## src/hw/rtl/kse_pkg.sv

```systemverilog
// Package for the keypad scanner with line entry: shared types, constants and the
// fixed key table. It has no dependencies; every module of the block imports it.
package kse_pkg;

   localparam int ROWS                = 4;
   localparam int COLS                = 4;
   localparam int ROW_W               = $clog2(ROWS);
   localparam int ENTRY_DEPTH_DEFAULT = 16;
   localparam int QUEUE_DEPTH         = 2;
   localparam int QPTR_W              = $clog2(QUEUE_DEPTH);
   localparam int QCNT_W              = $clog2(QUEUE_DEPTH + 1);

   localparam logic [15:0] DEBOUNCE_RESET = 16'd20;
   localparam logic [15:0] COUNT_MAX      = 16'hFFFF;
   localparam logic [7:0]  FILL_BYTE      = 8'hFF;

   typedef enum logic [1:0] {
      PH_RELEASE,
      PH_PRESS,
      PH_DEBOUNCE,
      PH_SCAN
   } phase_type;

   typedef enum logic [2:0] {
      ACT_NONE  = 3'd0,
      ACT_CHAR  = 3'd1,
      ACT_BACK  = 3'd2,
      ACT_CLEAR = 3'd3,
      ACT_ENTER = 3'd4
   } action_type;

   // One classified request, passed from the scanner to the entry logic.
   typedef struct packed {
      logic [3:0] row_drive;
      logic       key_event;
      action_type key_action;
      logic [7:0] key_char;
      logic       take_entry;
      logic [3:0] read_index;
   } key_item_type;

   function automatic action_type key_action_of(input logic [1:0] row, input logic [1:0] col);
      action_type act;
      act = ACT_CHAR;
      if (col == 2'd3) begin
         unique case (row)
            2'd0: act = ACT_BACK;
            2'd1: act = ACT_CLEAR;
            2'd2: act = ACT_CHAR;
            2'd3: act = ACT_ENTER;
         endcase
      end
      return act;
   endfunction

   function automatic logic [7:0] key_char_of(input logic [1:0] row, input logic [1:0] col);
      logic [7:0] ch;
      ch = 8'h00;
      unique case ({row, col})
         4'h0: ch = "1";
         4'h1: ch = "2";
         4'h2: ch = "3";
         4'h3: ch = 8'h00;
         4'h4: ch = "4";
         4'h5: ch = "5";
         4'h6: ch = "6";
         4'h7: ch = 8'h00;
         4'h8: ch = "7";
         4'h9: ch = "8";
         4'hA: ch = "9";
         4'hB: ch = "C";
         4'hC: ch = "*";
         4'hD: ch = "0";
         4'hE: ch = "#";
         4'hF: ch = 8'h00;
      endcase
      return ch;
   endfunction

endpackage

```

## src/hw/rtl/kse_front.sv

```systemverilog
// Scanner front end: release/press/debounce/row-scan sequencer and key decode.
// Depends on kse_pkg; feeds classified requests into kse_queue.
module kse_front
   import kse_pkg::*;
(
   input  logic         clock,
   input  logic         reset,
   input  logic         req_valid,
   input  logic [3:0]   req_col_sense,
   input  logic         req_take_entry,
   input  logic [3:0]   req_read_index,
   input  logic         csr_valid,
   input  logic [15:0]  csr_debounce_ticks,
   input  logic         q_full,
   output logic         push,
   output key_item_type push_item
);

   phase_type          phase_ff, phase_in;
   logic [15:0]        count_ff, count_in;
   logic [ROW_W-1:0]   row_ff, row_in;
   logic [15:0]        ticks_ff, ticks_in;
   logic               found;
   logic [1:0]         col;
   logic [15:0]        count_inc;

   assign push = req_valid && !q_full;

   always_comb begin
      found = 1'b0;
      col   = 2'd0;
      for (int c = 0; c < COLS; c++) begin
         if (!req_col_sense[c]) begin
            found = 1'b1;
            col   = 2'(c);
         end
      end
   end

   assign ticks_in  = csr_valid ? csr_debounce_ticks : ticks_ff;
   assign count_inc = (count_ff == COUNT_MAX) ? count_ff : count_ff + 16'd1;

   always_comb begin
      phase_in             = phase_ff;
      count_in             = count_ff;
      row_in               = row_ff;
      push_item.key_event  = 1'b0;
      push_item.key_action = ACT_NONE;
      push_item.key_char   = 8'h00;
      if (push) begin
         unique case (phase_ff)
            PH_RELEASE: begin
               if (!found) phase_in = PH_PRESS;
            end
            PH_PRESS: begin
               if (found) begin
                  count_in = 16'd0;
                  if (ticks_ff == 16'd0) begin
                     phase_in = PH_SCAN;
                     row_in   = '0;
                  end else begin
                     phase_in = PH_DEBOUNCE;
                  end
               end
            end
            PH_DEBOUNCE: begin
               count_in = count_inc;
               if (count_inc >= ticks_ff) begin
                  if (found) begin
                     phase_in = PH_SCAN;
                     row_in   = '0;
                  end else begin
                     phase_in = PH_PRESS;
                  end
               end
            end
            PH_SCAN: begin
               if (found) begin
                  push_item.key_event  = 1'b1;
                  push_item.key_action = key_action_of(2'(row_ff), col);
                  push_item.key_char   = key_char_of(2'(row_ff), col);
                  phase_in             = PH_RELEASE;
               end else if (row_ff == ROW_W'(ROWS - 1)) begin
                  row_in = '0;
               end else begin
                  row_in = row_ff + ROW_W'(1);
               end
            end
            default: phase_in = PH_RELEASE;
         endcase
      end
      // The row pattern reflects the phase that the next tick will see.
      push_item.row_drive  = (phase_in == PH_SCAN) ? ~(4'b0001 << row_in) : 4'b0000;
      push_item.take_entry = req_take_entry;
      push_item.read_index = req_read_index;
   end

   always_ff @(posedge clock) begin
      if (reset) begin
         phase_ff <= PH_RELEASE;
         count_ff <= 16'd0;
         row_ff   <= '0;
         ticks_ff <= DEBOUNCE_RESET;
      end else begin
         phase_ff <= phase_in;
         count_ff <= count_in;
         row_ff   <= row_in;
         ticks_ff <= ticks_in;
      end
   end

`ifndef SYNTHESIS
   a_zero_debounce: assert property (@(posedge clock) disable iff (reset)
      push && phase_ff == PH_PRESS && found && ticks_ff == 16'd0 && !csr_valid
      |=> phase_ff == PH_SCAN && row_ff == '0)
      else $error("zero debounce did not start the scan at once");
`endif

endmodule

```

## src/hw/rtl/kse_queue.sv

```systemverilog
// Short request queue between the scanner front end and the entry back end.
// Depends on kse_pkg for the item type and depth.
module kse_queue
   import kse_pkg::*;
(
   input  logic         clock,
   input  logic         reset,
   input  logic         push,
   input  key_item_type push_item,
   input  logic         pop,
   output logic         full,
   output logic         q_valid,
   output key_item_type q_item
);

   key_item_type       slot_ff [QUEUE_DEPTH];
   logic [QPTR_W-1:0]  wr_ptr_ff, wr_ptr_in;
   logic [QPTR_W-1:0]  rd_ptr_ff, rd_ptr_in;
   logic [QCNT_W-1:0]  count_ff, count_in;

   assign full    = (count_ff == QCNT_W'(QUEUE_DEPTH));
   assign q_valid = (count_ff != '0);
   assign q_item  = slot_ff[rd_ptr_ff];

   always_comb begin
      wr_ptr_in = wr_ptr_ff;
      rd_ptr_in = rd_ptr_ff;
      count_in  = count_ff;
      if (push) begin
         wr_ptr_in = (wr_ptr_ff == QPTR_W'(QUEUE_DEPTH - 1)) ? '0 : wr_ptr_ff + QPTR_W'(1);
      end
      if (pop) begin
         rd_ptr_in = (rd_ptr_ff == QPTR_W'(QUEUE_DEPTH - 1)) ? '0 : rd_ptr_ff + QPTR_W'(1);
      end
      if (push && !pop) begin
         count_in = count_ff + QCNT_W'(1);
      end else if (pop && !push) begin
         count_in = count_ff - QCNT_W'(1);
      end
   end

   always_ff @(posedge clock) begin
      if (push) begin
         slot_ff[wr_ptr_ff] <= push_item;
      end
   end

   always_ff @(posedge clock) begin
      if (reset) begin
         wr_ptr_ff <= '0;
         rd_ptr_ff <= '0;
         count_ff  <= '0;
      end else begin
         wr_ptr_ff <= wr_ptr_in;
         rd_ptr_ff <= rd_ptr_in;
         count_ff  <= count_in;
      end
   end

`ifndef SYNTHESIS
   a_no_overflow: assert property (@(posedge clock) disable iff (reset)
      !(push && full && !pop))
      else $error("request queue overflow");
   a_count_range: assert property (@(posedge clock) disable iff (reset)
      count_ff <= QCNT_W'(QUEUE_DEPTH))
      else $error("request queue count out of range");
`endif

endmodule

```

## src/hw/rtl/kse_back.sv

```systemverilog
// Entry back end: applies decoded keys to the entry buffer and holds the result
// register. Depends on kse_pkg; takes requests from kse_queue.
module kse_back
   import kse_pkg::*;
#(
   parameter int ENTRY_DEPTH = ENTRY_DEPTH_DEFAULT,
   localparam int LEN_W      = $clog2(ENTRY_DEPTH + 1)
) (
   input  logic             clock,
   input  logic             reset,
   input  logic             q_valid,
   input  key_item_type     q_item,
   output logic             pop,
   output logic             rsp_valid,
   input  logic             rsp_stall,
   output logic [3:0]       rsp_row_drive,
   output logic             rsp_key_event,
   output logic [2:0]       rsp_key_action,
   output logic [7:0]       rsp_key_char,
   output logic [LEN_W-1:0] rsp_entry_length,
   output logic             rsp_entry_done,
   output logic [7:0]       rsp_read_char
);

   logic [7:0]       buf_ff [ENTRY_DEPTH];
   logic [7:0]       buf_in [ENTRY_DEPTH];
   logic [7:0]       buf_new [ENTRY_DEPTH];
   logic [LEN_W-1:0] pos_ff, pos_in, pos_new;
   logic             done_ff, done_in, done_new;
   logic [7:0]       rd_byte;

   logic             rsp_valid_ff, rsp_valid_in;
   logic [3:0]       row_drive_ff, row_drive_in;
   logic             key_event_ff, key_event_in;
   action_type       key_action_ff, key_action_in;
   logic [7:0]       key_char_ff, key_char_in;
   logic [LEN_W-1:0] length_ff, length_in;
   logic             entry_done_ff, entry_done_in;
   logic [7:0]       read_char_ff, read_char_in;

   assign pop = q_valid && (!rsp_valid_ff || !rsp_stall);

   // Effect of the key on the buffer; read_char sees the buffer after the key.
   always_comb begin
      buf_new  = buf_ff;
      pos_new  = pos_ff;
      done_new = done_ff;
      if (q_item.key_action == ACT_CLEAR) begin
         for (int i = 0; i < ENTRY_DEPTH; i++) buf_new[i] = 8'h00;
         pos_new  = '0;
         done_new = 1'b0;
      end else if (!done_ff) begin
         unique case (q_item.key_action)
            ACT_CHAR: begin
               if (pos_ff < LEN_W'(ENTRY_DEPTH)) begin
                  for (int i = 0; i < ENTRY_DEPTH; i++) begin
                     if (pos_ff == LEN_W'(i)) buf_new[i] = q_item.key_char;
                  end
                  pos_new = pos_ff + LEN_W'(1);
               end
            end
            ACT_BACK: begin
               if (pos_ff != '0) begin
                  pos_new = pos_ff - LEN_W'(1);
                  for (int i = 0; i < ENTRY_DEPTH; i++) begin
                     if (pos_new == LEN_W'(i)) buf_new[i] = 8'h00;
                  end
               end
            end
            ACT_ENTER: begin
               if (pos_ff < LEN_W'(ENTRY_DEPTH)) begin
                  for (int i = 0; i < ENTRY_DEPTH; i++) begin
                     if (pos_ff == LEN_W'(i)) begin
                        buf_new[i] = 8'h00;
                     end else if (pos_ff < LEN_W'(i)) begin
                        buf_new[i] = FILL_BYTE;
                     end
                  end
               end
               done_new = 1'b1;
            end
            default: ;
         endcase
      end
      rd_byte = 8'h00;
      for (int i = 0; i < ENTRY_DEPTH; i++) begin
         if (int'(q_item.read_index) == i) rd_byte = buf_new[i];
      end
   end

   always_comb begin
      buf_in        = buf_ff;
      pos_in        = pos_ff;
      done_in       = done_ff;
      rsp_valid_in  = rsp_valid_ff;
      row_drive_in  = row_drive_ff;
      key_event_in  = key_event_ff;
      key_action_in = key_action_ff;
      key_char_in   = key_char_ff;
      length_in     = length_ff;
      entry_done_in = entry_done_ff;
      read_char_in  = read_char_ff;
      if (pop) begin
         if (q_item.take_entry) begin
            for (int i = 0; i < ENTRY_DEPTH; i++) buf_in[i] = 8'h00;
            pos_in  = '0;
            done_in = 1'b0;
         end else begin
            buf_in  = buf_new;
            pos_in  = pos_new;
            done_in = done_new;
         end
         rsp_valid_in  = 1'b1;
         row_drive_in  = q_item.row_drive;
         key_event_in  = q_item.key_event;
         key_action_in = q_item.key_action;
         key_char_in   = q_item.key_char;
         length_in     = pos_new;
         entry_done_in = done_new;
         read_char_in  = rd_byte;
      end else if (!rsp_stall) begin
         rsp_valid_in = 1'b0;
      end
   end

   always_ff @(posedge clock) begin
      if (reset) begin
         for (int i = 0; i < ENTRY_DEPTH; i++) buf_ff[i] <= 8'h00;
         pos_ff       <= '0;
         done_ff      <= 1'b0;
         rsp_valid_ff <= 1'b0;
      end else begin
         buf_ff       <= buf_in;
         pos_ff       <= pos_in;
         done_ff      <= done_in;
         rsp_valid_ff <= rsp_valid_in;
      end
   end

   always_ff @(posedge clock) begin
      row_drive_ff  <= row_drive_in;
      key_event_ff  <= key_event_in;
      key_action_ff <= key_action_in;
      key_char_ff   <= key_char_in;
      length_ff     <= length_in;
      entry_done_ff <= entry_done_in;
      read_char_ff  <= read_char_in;
   end

   assign rsp_valid        = rsp_valid_ff;
   assign rsp_row_drive    = row_drive_ff;
   assign rsp_key_event    = key_event_ff;
   assign rsp_key_action   = key_action_ff;
   assign rsp_key_char     = key_char_ff;
   assign rsp_entry_length = length_ff;
   assign rsp_entry_done   = entry_done_ff;
   assign rsp_read_char    = read_char_ff;

`ifndef SYNTHESIS
   a_length_range: assert property (@(posedge clock) disable iff (reset)
      pos_ff <= LEN_W'(ENTRY_DEPTH))
      else $error("entry length beyond buffer depth");
   a_take_clears: assert property (@(posedge clock) disable iff (reset)
      pop && q_item.take_entry |=> pos_ff == '0 && !done_ff)
      else $error("taking the entry did not clear it");
`endif

endmodule

```

## src/hw/rtl/keypad_scan_line_entry_top.sv

```systemverilog
// Top level of the keypad scanner with line entry.
// Depends on kse_pkg and instantiates kse_front, kse_queue and kse_back.
//
// Usage: every request on the req_ channel is one scan tick carrying the sensed
// active-low column levels, a take_entry strobe and a buffer read index. Each
// request yields exactly one response on the rsp_ channel: the row levels for
// the next tick, the decoded key (if any), the entry length, the done flag and
// the buffer byte at the read index. Both channels use valid/stall.
// The debounce length is written through csr_valid/csr_ready/csr_debounce_ticks;
// csr_ready is always high and the write should be made while the block is idle.
// An accepted request is written into the queue; in order, it moves into the result
// register once that register is empty or not stalled, and its response is valid there.
// Throughput: one request per cycle; the scanner takes a new request while the
// result register still waits, until the two-entry queue is full.
// Reset (synchronous, active high) returns to waiting for release, restores a
// debounce length of 20 ticks and empties the entry buffer.
// A stalled response holds; the queue then fills and req_stall rises.
module keypad_scan_line_entry_top
   import kse_pkg::*;
#(
   parameter int ENTRY_DEPTH = ENTRY_DEPTH_DEFAULT
) (
   input  logic                               clock,
   input  logic                               reset,
   input  logic                               req_valid,
   output logic                               req_stall,
   input  logic [3:0]                         req_col_sense,
   input  logic                               req_take_entry,
   input  logic [3:0]                         req_read_index,
   output logic                               rsp_valid,
   input  logic                               rsp_stall,
   output logic [3:0]                         rsp_row_drive,
   output logic                               rsp_key_event,
   output logic [2:0]                         rsp_key_action,
   output logic [7:0]                         rsp_key_char,
   output logic [$clog2(ENTRY_DEPTH + 1)-1:0] rsp_entry_length,
   output logic                               rsp_entry_done,
   output logic [7:0]                         rsp_read_char,
   input  logic                               csr_valid,
   output logic                               csr_ready,
   input  logic [15:0]                        csr_debounce_ticks
);

   logic         push;
   logic         pop;
   logic         q_full;
   logic         q_valid;
   key_item_type push_item;
   key_item_type q_item;

   assign csr_ready = 1'b1;
   assign req_stall = q_full;

   kse_front u_front (
      .clock              (clock),
      .reset              (reset),
      .req_valid          (req_valid),
      .req_col_sense      (req_col_sense),
      .req_take_entry     (req_take_entry),
      .req_read_index     (req_read_index),
      .csr_valid          (csr_valid),
      .csr_debounce_ticks (csr_debounce_ticks),
      .q_full             (q_full),
      .push               (push),
      .push_item          (push_item)
   );

   kse_queue u_queue (
      .clock     (clock),
      .reset     (reset),
      .push      (push),
      .push_item (push_item),
      .pop       (pop),
      .full      (q_full),
      .q_valid   (q_valid),
      .q_item    (q_item)
   );

   kse_back #(
      .ENTRY_DEPTH (ENTRY_DEPTH)
   ) u_back (
      .clock            (clock),
      .reset            (reset),
      .q_valid          (q_valid),
      .q_item           (q_item),
      .pop              (pop),
      .rsp_valid        (rsp_valid),
      .rsp_stall        (rsp_stall),
      .rsp_row_drive    (rsp_row_drive),
      .rsp_key_event    (rsp_key_event),
      .rsp_key_action   (rsp_key_action),
      .rsp_key_char     (rsp_key_char),
      .rsp_entry_length (rsp_entry_length),
      .rsp_entry_done   (rsp_entry_done),
      .rsp_read_char    (rsp_read_char)
   );

endmodule
```

## config.mk

```make
export PLATFORM = sky130hd
export DESIGN_NAME = keypad_scan_line_entry_top
export DESIGN_NICKNAME = d
export VERILOG_FILES = /design/src/hw/rtl/kse_pkg.sv /design/src/hw/rtl/kse_front.sv /design/src/hw/rtl/kse_queue.sv /design/src/hw/rtl/kse_back.sv /design/src/hw/rtl/keypad_scan_line_entry_top.sv
export SDC_FILE = /design/constraint.sdc
export NUM_CORES = 1
export LEC_CHECK = 0
export BUFFER_PORTS_ARGS = -buffer_cell sky130_fd_sc_hd__buf_2
export CORE_MARGIN = 10
export CORE_UTILIZATION = 43
export CTS_BUF_LIST = sky130_fd_sc_hd__clkbuf_16
export CTS_CLUSTER_SIZE = 30
export DETAILED_ROUTE_END_ITERATION = 10
export GPL_ROUTABILITY_DRIVEN = 0
export PLACE_DENSITY = 0.6
export SLEW_MARGIN = 20
export SYNTH_ARGS = -nofsm -noshare
export SYNTH_HDL_FRONTEND = slang
export SYNTH_SLANG_ARGS = --single-unit
```

## constraint.sdc

```tcl
create_clock -name clock -period 10.5 [get_ports clock]
set_input_delay 1.05 -clock clock [delete_from_list [all_inputs] [get_ports clock]]
set_output_delay 1.05 -clock clock [all_outputs]
set_load 0.05 [all_outputs]
```

==> results of run 1 <==
==> per-layer routing <==
layer / vias up / track usage / wire [um]
li1: 6977 / - / -
met1: 7371 / 0.3374 / 22610
met2: 990 / 0.3952 / 24850
met3: 189 / 0.05658 / 6228
met4: 0 / 0.1209 / 3115
met5: - / 0 / 0
==> area by class of cell <==
class,instances,area (sq um)
Clock buffer,31,775.7
Clock inverter,27,287.8
Fill cell,3407,17790
Inverter,53,198.9
Multi-Input combinational cell,1437,8682
Sequential cell,245,5597
Tap cell,455,569.3
Timing Repair Buffer,94,558.0
==> through the flow <==
stage               total power [mW]  setup slack (ns)
floorplan                      2.317             6.343
global placement               2.858             5.783
detailed placement             2.867             5.685
CTS                            3.989             5.668
global route                   4.176             5.084
finish                         4.031             5.576
==> final timing paths <==
| check | from | end | slack, ns | depth (start not counted) |
|---|---|---|---|---|
| worst max-delay path | u_front.count_ff[3] | u_queue.slot_ff[1][20] | 5.58 | 18 |
| worst min-delay path | u_back.buf_ff[62] | u_back.buf_ff[62] | 0.46 | 2 |
| worst max register to register | u_front.count_ff[3] | u_queue.slot_ff[1][20] | 5.58 | 18 |
| worst min register to register | u_back.buf_ff[62] | u_back.buf_ff[62] | 0.46 | 2 |
==> registers in the layout, summed over array words and instances, names as in the netlist, named ones only <==
register                 cells
u_back.buf_ff              128
u_back.done_ff               1
u_back.pos_ff                5
u_back.rsp_entry_done        1
u_back.rsp_entry_length      5
u_back.rsp_key_action        3
u_back.rsp_key_char          7
u_back.rsp_key_event         1
u_back.rsp_read_char         8
u_back.rsp_row_drive         4
u_back.rsp_valid             1
u_front.count_ff            16
u_front.phase_ff             2
u_front.row_ff               2
u_front.ticks_ff            16
u_queue.count_ff             2
u_queue.rd_ptr_ff            1
u_queue.slot_ff             40
u_queue.wr_ptr_ff            1
==> synthesized netlist by cell type (12+ instances only) <==
master / instances
sky130_fd_sc_hd__nor2_1: 269
sky130_fd_sc_hd__a21oi_1: 190
sky130_fd_sc_hd__nand2_1: 185
sky130_fd_sc_hd__dfxtp_1: 176
sky130_fd_sc_hd__a22oi_1: 102
sky130_fd_sc_hd__clkbuf_1: 98
sky130_fd_sc_hd__o21ai_0: 93
sky130_fd_sc_hd__edfxtp_1: 69
sky130_fd_sc_hd__inv_1: 52
sky130_fd_sc_hd__nand3_1: 38
sky130_fd_sc_hd__nor3_1: 38
sky130_fd_sc_hd__a211oi_1: 34
sky130_fd_sc_hd__ha_1: 33
sky130_fd_sc_hd__o211ai_1: 30
sky130_fd_sc_hd__mux2i_1: 28
sky130_fd_sc_hd__o22ai_1: 22
sky130_fd_sc_hd__a31oi_1: 21
sky130_fd_sc_hd__and2_1: 17
sky130_fd_sc_hd__buf_2: 17
sky130_fd_sc_hd__a21o_1: 15
sky130_fd_sc_hd__o21ai_1: 15
sky130_fd_sc_hd__a32oi_1: 14
sky130_fd_sc_hd__o221ai_1: 14
sky130_fd_sc_hd__nor4_1: 13
sky130_fd_sc_hd__buf_1: 12
sky130_fd_sc_hd__nand2b_1: 12
sky130_fd_sc_hd__nor2b_1: 12
==> layout by cell type (no fill, tap or decap), types with 28 or more instances in the layout <==
master                      count
sky130_fd_sc_hd__ha_1          33
sky130_fd_sc_hd__clkbuf_16     31
sky130_fd_sc_hd__buf_4         35
sky130_fd_sc_hd__o211ai_1      30
sky130_fd_sc_hd__mux2i_1       28
sky130_fd_sc_hd__inv_1         57
sky130_fd_sc_hd__edfxtp_1      69
sky130_fd_sc_hd__nand2_1      185
sky130_fd_sc_hd__nor2_1       265
sky130_fd_sc_hd__a211oi_1      34
sky130_fd_sc_hd__dfxtp_1      175
sky130_fd_sc_hd__buf_2         59
sky130_fd_sc_hd__a22oi_1      102
sky130_fd_sc_hd__a21oi_1      189
sky130_fd_sc_hd__o21ai_0       93
sky130_fd_sc_hd__nor3_1        38
sky130_fd_sc_hd__nand3_1       38
==> kinds of logic (layout without fill, tap and decap cells) <==
kind of cell	count (synthesis)	after routing	share of synthesized area
DFF	245	245	0.3742
adders and majority gates	33	33	0.02761
AOI/OAI and AO/OA	698	698	0.3164
other	2	2	0.0005022
buffers and inverters	185	205	0.04936
and+or+nand+nor	651	651	0.1970
muxes	37	37	0.02552
xor gates and xnor gates	16	16	0.009371
==> worst max-delay path: stages (launching register included) <==
cell and delay [ns]:
sky130_fd_sc_hd__dfxtp_1 0.48, sky130_fd_sc_hd__and4_1 0.33, sky130_fd_sc_hd__nand4_1 0.15, sky130_fd_sc_hd__nor2_1 0.15, sky130_fd_sc_hd__and2_1 0.28, sky130_fd_sc_hd__nand4_1 0.46, sky130_fd_sc_hd__nand4_1 0.37, sky130_fd_sc_hd__nor2_1 0.10
sky130_fd_sc_hd__xor2_1 0.15, sky130_fd_sc_hd__ha_1 0.32, sky130_fd_sc_hd__a21o_1 0.17, sky130_fd_sc_hd__a21o_1 0.17, sky130_fd_sc_hd__a211o_1 0.28, sky130_fd_sc_hd__o211ai_1 0.10, sky130_fd_sc_hd__a21oi_1 0.15, sky130_fd_sc_hd__o21ai_0 0.38
sky130_fd_sc_hd__o22a_1 0.24, sky130_fd_sc_hd__a21boi_0 0.16, sky130_fd_sc_hd__o21a_1 0.25
==> power breakdown <==
group          total, mW  switching (mW)  internal (mW)
logic               1.74            1.33          0.411
clock network       1.12           0.437          0.682
registers           1.17          0.0557           1.11
total               4.03            1.83           2.21
==> parameters.txt, run 1 <==
Parameter                              Value

Run status
  Status    finished clean

CTS
  Post-CTS setup buffer count    0
  Deepest clock path buffer count    3
  Clock transition at path regs    0.06 ns
  Hold buffers post-CTS    0
  Clock Latency Late Sink    0.60 ns
  Number of sinks on the clock net    245
  Gates resized, CTS repair    0
  CTS Buf Count    31
  H-tree level count    1
  CTS root buf    sky130_fd_sc_hd__clkbuf_16
  TritonCTS clock tree    yes

Critical path
  Sort of element at the end of the critical path    register
  Crit start category    register
  Data arrival time at the worst-slack endpoint    5.26 ns
  Critical Setup Path Class    reg -> reg
  Largest fanout on the critical path    12
  Required @ worst endpoint    10.83 ns

STA
  Total negative slack for setup checks    0 ns
  Final Hold Vio Count    0
  Final setup violation count    0
  Unrepaired setup endpoints after global routing    no
  Achievable clock frequency    0.2031 GHz
  Smallest hold slack    0.4616 ns
  Fraction of the cycle the final worst path needs    0.4689
  Clock period minus worst slack    4.924 ns
  Pins over their slew limit    0
  Transition time at the pin with the least slew margin    1.085 ns
  Headroom to the max-slew limit    0.2559
  Worst setup skew after layout    0.01670 ns

Synthesis
  Flip-flop and latch count after synthesis    245
  Avg Synthesized Cell Area    8.010 sq um
  Top cells by area, synth    sky130_fd_sc_hd__dfxtp_1, sky130_fd_sc_hd__edfxtp_1, sky130_fd_sc_hd__nor2_1
  Most area-hungry cell type in the Yosys netlist    sky130_fd_sc_hd__dfxtp_1
  Primary flip-flop cell chosen by synthesis mapping    sky130_fd_sc_hd__dfxtp_1
  Number of enable flip-flop cells after synthesis    69
  Number of instances in the synthesized netlist    1867
  Post-synthesis cell area    14950 sq um
  Synth warnings    0
  Top-area cell type share of the netlist area    0.2356
  Synthesized Nets    1930
  Async S/R FF share, synth    0
  Fraction of the yosys area taken by sequential cells    0.3742
  Unique masters post-synth    94

Floorplanning
  Initial core utilization    0.4340
  I/O pin count    63
  Die Y    206.5 um
  Total die area    42640 sq um
  Core ar.    34460 sq um
  Total number of placement rows    68
  Horiz. Die Dim    206.5 um

Cells and area
  Final nets    1925
  Layout cell share with drive strength beyond 1    0.09910
  Antenna diode count    0
  Signed area change from the synthesized netlist to the final layout    11.46%
  Filler-free cell count of the finished design    2342
  Layout Utilization    0.4837
  Final instance area    16670 sq um

Placement
  Placed Cells    2284
  Count of input and output buffers    60
  HPWL after DPL    39370 um
  Post-place instance area    15600 sq um

Route
  First-pass detailed-route iteration total    6
  Routed wirelength normalized by instance count    24.26 um
  Count of unresolved DRC violations after routing    0
  Routed vias    15530
  Number of antenna-violating nets in the routed design    0
  DRT iter0 DRCs    1875
  Wire length reported by the detailed router    56810 um
  Vias per cell    6.630

Job
  Max Cap Viol    0

GRT
  Gr usage total    0.2573
  Via count of the first global-routing pass    14260
  Initial antenna violation count    0
  Global-route wire length before repair    85940 um
  Largest net degree at the start of global routing    84
  Gr ovfl total    0

Min path
  Worst hold path type    reg -> reg

Power and ir drop
  Leakage power summed over all cells    5.934 nW
  Max IR drop VDD    0.0003334 V
  Cell area power density    241.9 nW/um^2
(Power assumes the default switching activity.)
==> run 2: changes to the inputs <==
- clock period: 10.5 -> 4.97 ns (I/O delays scaled with it)
==> run 2 against run 1 <==
  * Total power increased by 110%
  * Core utilization increased by 0.38 points
  * Critical endpoint unchanged
  * Critical path type unchanged
  * Worst setup slack got worse by 5.1 ns
  * Largest cell class unchanged
  * Highest routed layer unchanged
  * First-iteration DRC count increased by 5.4%
  * Clock power increased by 90%
  * Count of clock-buffer cells in the layout increased by 1
==> parameters.txt, run 2 (synthesis results as in run 1) <==
Parameter                              Value

Critical path
  Critical Setup Path Class    reg -> reg (unchanged)
  Critical Path Slowest Stage Cell    sky130_fd_sc_hd__dfxtp_1 (unchanged)
  Top cell by count, worst path    sky130_fd_sc_hd__nand4_1 (unchanged)
  Required @ worst endpoint    5.29 ns (was 10.83 ns)
  Reg2reg setup slack    0.51 ns (was 5.58 ns)
  Critical path's largest stage delay    0.47 ns (was 0.48 ns)
  Data arrival time at the worst-slack endpoint    4.79 ns (was 5.26 ns)
  Crit start category    register (unchanged)
  Largest fanout on the critical path    12 (unchanged)
  Chain of cells forming the critical path    and4_1, nand4_1, nor2_1, and2_1, nand4_1, buf_4, nand4_1, nor2_1, xor2_1, ha_1, a21o_1, a21o_1, a211o_1, o211ai_1, a21oi_1, o21ai_0, o22a_1, a21boi_0, o21a_1 (was and4_1, nand4_1, nor2_1, and2_1, nand4_1, nand4_1, nor2_1, xor2_1, ha_1, a21o_1, a21o_1, a211o_1, o211ai_1, a21oi_1, o21ai_0, o22a_1, a21boi_0, o21a_1)
  Sort of element at the end of the critical path    register (unchanged)

Power and ir drop
  Sequential share of power    0.296 (was 0.290)
  Switching Share    0.4631 (was 0.4527)
  Part of the power in the clock network    0.255 (was 0.278)
  Logic pwr share    0.449 (was 0.432)
  Internal    4.493 mW (was 2.206 mW)
  Switching pwr    3.876 mW (was 1.825 mW)
  Leakage power summed over all cells    6.042 nW (was 5.934 nW)
  Total Power Consumption    8.369 mW (was 4.031 mW)
  Max IR drop VDD    0.0005446 V (was 0.0003334 V)
  Cell area power density    498.1 nW/um^2 (was 241.9 nW/um^2)

STA
  Total negative slack for setup checks    0 ns (unchanged)
  Unrepaired setup endpoints after global routing    no (unchanged)
  Final setup violation count    0 (unchanged)
  Clock period minus worst slack    4.461 ns (was 4.924 ns)
  Headroom to the max-slew limit    0.2792 (was 0.2559)
  Achievable clock frequency    0.2242 GHz (was 0.2031 GHz)
  Final Worst Setup Slack    0.5087 ns (was 5.576 ns)
  Fraction of the cycle the final worst path needs    0.8976 (was 0.4689)
  Transition time at the pin with the least slew margin    1.070 ns (was 1.085 ns)
  Worst setup skew after layout    0.02494 ns (was 0.01670 ns)
  Smallest hold slack    0.09905 ns (was 0.4616 ns)
  Pins over their slew limit    0 (unchanged)
  Final Hold Vio Count    0 (unchanged)

Placement
  Post-place instance area    15840 sq um (was 15600 sq um)
  Placed Cells    2316 (was 2284)
  Count of input and output buffers    60 (unchanged)
  Worst setup slack after placement    0.6450 ns (was 5.685 ns)
  HPWL after DPL    40740 um (was 39370 um)

Floorplanning
  Die Y    206.5 um (unchanged)
  Initial core utilization    0.4340 (unchanged)
  Total number of placement rows    68 (unchanged)
  Horiz. Die Dim    206.5 um (unchanged)
  Total die area    42640 sq um (unchanged)
  I/O pin count    63 (unchanged)
  Core ar.    34460 sq um (unchanged)

Run status
  Status    finished clean (unchanged)

CTS
  Hold buffers post-CTS    0 (unchanged)
  CTS root buf    sky130_fd_sc_hd__clkbuf_16 (unchanged)
  Clock Latency Late Sink    0.59 ns (was 0.60 ns)
  CTS Buf Count    30 (was 31)
  Clock transition at path regs    0.06 ns (about the same)
  Number of sinks on the clock net    245 (unchanged)
  Deepest clock path buffer count    3 (unchanged)
  Gates resized, CTS repair    0 (unchanged)
  H-tree level count    1 (unchanged)
  TritonCTS clock tree    yes (unchanged)
  Post-CTS setup buffer count    0 (unchanged)

GRT
  Gr ovfl total    0 (unchanged)
  Via count of the first global-routing pass    14600 (was 14260)
  Top Usage Layer GRT    met2 (unchanged)
  Initial antenna violation count    1 (was 0)
  Largest net degree at the start of global routing    71 (was 84)
  Gr usage total    0.2632 (was 0.2573)
  Met1 GRT Util    0.3374 (about the same)
  Global-route met2 utilization    0.4078 (was 0.3952)
  Global-route wire length before repair    87840 um (was 85940 um)
  Met3 track demand over resource in global routing    0.05643 (was 0.05658)

Route
  First-pass detailed-route iteration total    6 (unchanged)
  Routed vias    15630 (was 15530)
  Number of antenna-violating nets in the routed design    0 (unchanged)
  Wire length reported by the detailed router    57630 um (was 56810 um)
  Count of unresolved DRC violations after routing    0 (unchanged)
  Vias per cell    6.589 (was 6.630)
  Routed wirelength normalized by instance count    24.30 um (was 24.26 um)
  DRT iter0 DRCs    1977 (was 1875)

Cells and area
  Layout Utilization    0.4875 (was 0.4837)
  Most common cell after layout, fill and taps aside    sky130_fd_sc_hd__nor2_1 (unchanged)
  Register with the most flip-flops    u_back.buf_ff (unchanged)
  Final nets    1956 (was 1925)
  Antenna diode count    0 (unchanged)
  Layout cell share with drive strength beyond 1    0.1122 (was 0.09910)
  Number of filler instances in the final layout    3370 (was 3407)
  Multi-input combinational cell area    8680 sq um (was 8682 sq um)
  Commonest non-fill, non-tap cells in the layout    sky130_fd_sc_hd__nor2_1, sky130_fd_sc_hd__a21oi_1, sky130_fd_sc_hd__nand2_1, sky130_fd_sc_hd__dfxtp_1, sky130_fd_sc_hd__a22oi_1 (unchanged)
  Filler-free cell count of the finished design    2372 (was 2342)
  Top flop regs    u_back.buf_ff: 128 flops, u_queue.slot_ff: 40 flops (unchanged)
  Number of flip-flops under the largest register name    128 (unchanged)
  Final instance area    16800 sq um (was 16670 sq um)
  Signed area change from the synthesized netlist to the final layout    12.34% (was 11.46%)
  Footprint of the flip-flops and latches    5597 sq um (unchanged)

Job
  Max Cap Viol    0 (unchanged)

Min path
  Worst hold path type    in -> reg (was reg -> reg)
[run 2: path summary, 6_finish.rpt]
path,startpoint,endpoint,cells past startpoint
hold reg to reg,u_back.buf_ff[6],u_back.buf_ff[6],2
setup reg to reg,u_front.count_ff[3],u_queue.slot_ff[1][20],19
hold / removal,req_read_index[1],u_queue.slot_ff[1][1],1
setup / recovery,u_front.count_ff[3],u_queue.slot_ff[1][20],19
[run 2: power groups by stage]
stage / Sequential, mW / Combinational, mW / Clock [mW]
6_report: 2.48 / 3.76 / 2.13
5_1_grt: 2.51 / 3.93 / 2.24
4_1_cts: 2.48 / 3.63 / 2.17
3_5_place_dp: 2.52 / 3.63 / 0
3_3_place_gp: 2.52 / 3.61 / 0
2_1_floorplan: 2.85 / 2.04 / 0
[run 2: per-layer routing]
layer / wire length [um] / vias up / share of wire
met5: 0 / - / 0
met1: 22300 / 7390 / 0.39
li1: - / 7062 / -
met4: 3500 / 0 / 0.061
met3: 6208 / 216 / 0.11
met2: 25620 / 962 / 0.44
[run 2: final cells by class]
| class | count | area share |
|---|---|---|
| multi-input combinational | 1437 | 0.5166 |
| clock buffer | 32 | 0.04767 |
| inverter | 53 | 0.01184 |
| timing repair buffer | 126 | 0.04752 |
| tap | 455 | 0.03389 |
| sequential | 245 | 0.3331 |
| clock inverter | 24 | 0.009310 |
[run 2: critical path: cells and delay by family (launching register included)]
family                   cells  cell delay (ns)
AO/OA/AOI/OAI                9             1.76
AND/OR/NAND/NOR              7             1.30
flip-flops                   1             0.47
adder cells (fa/ha/maj)      1             0.32
buffers and inverters        1             0.19
XOR/XNOR                     1             0.16
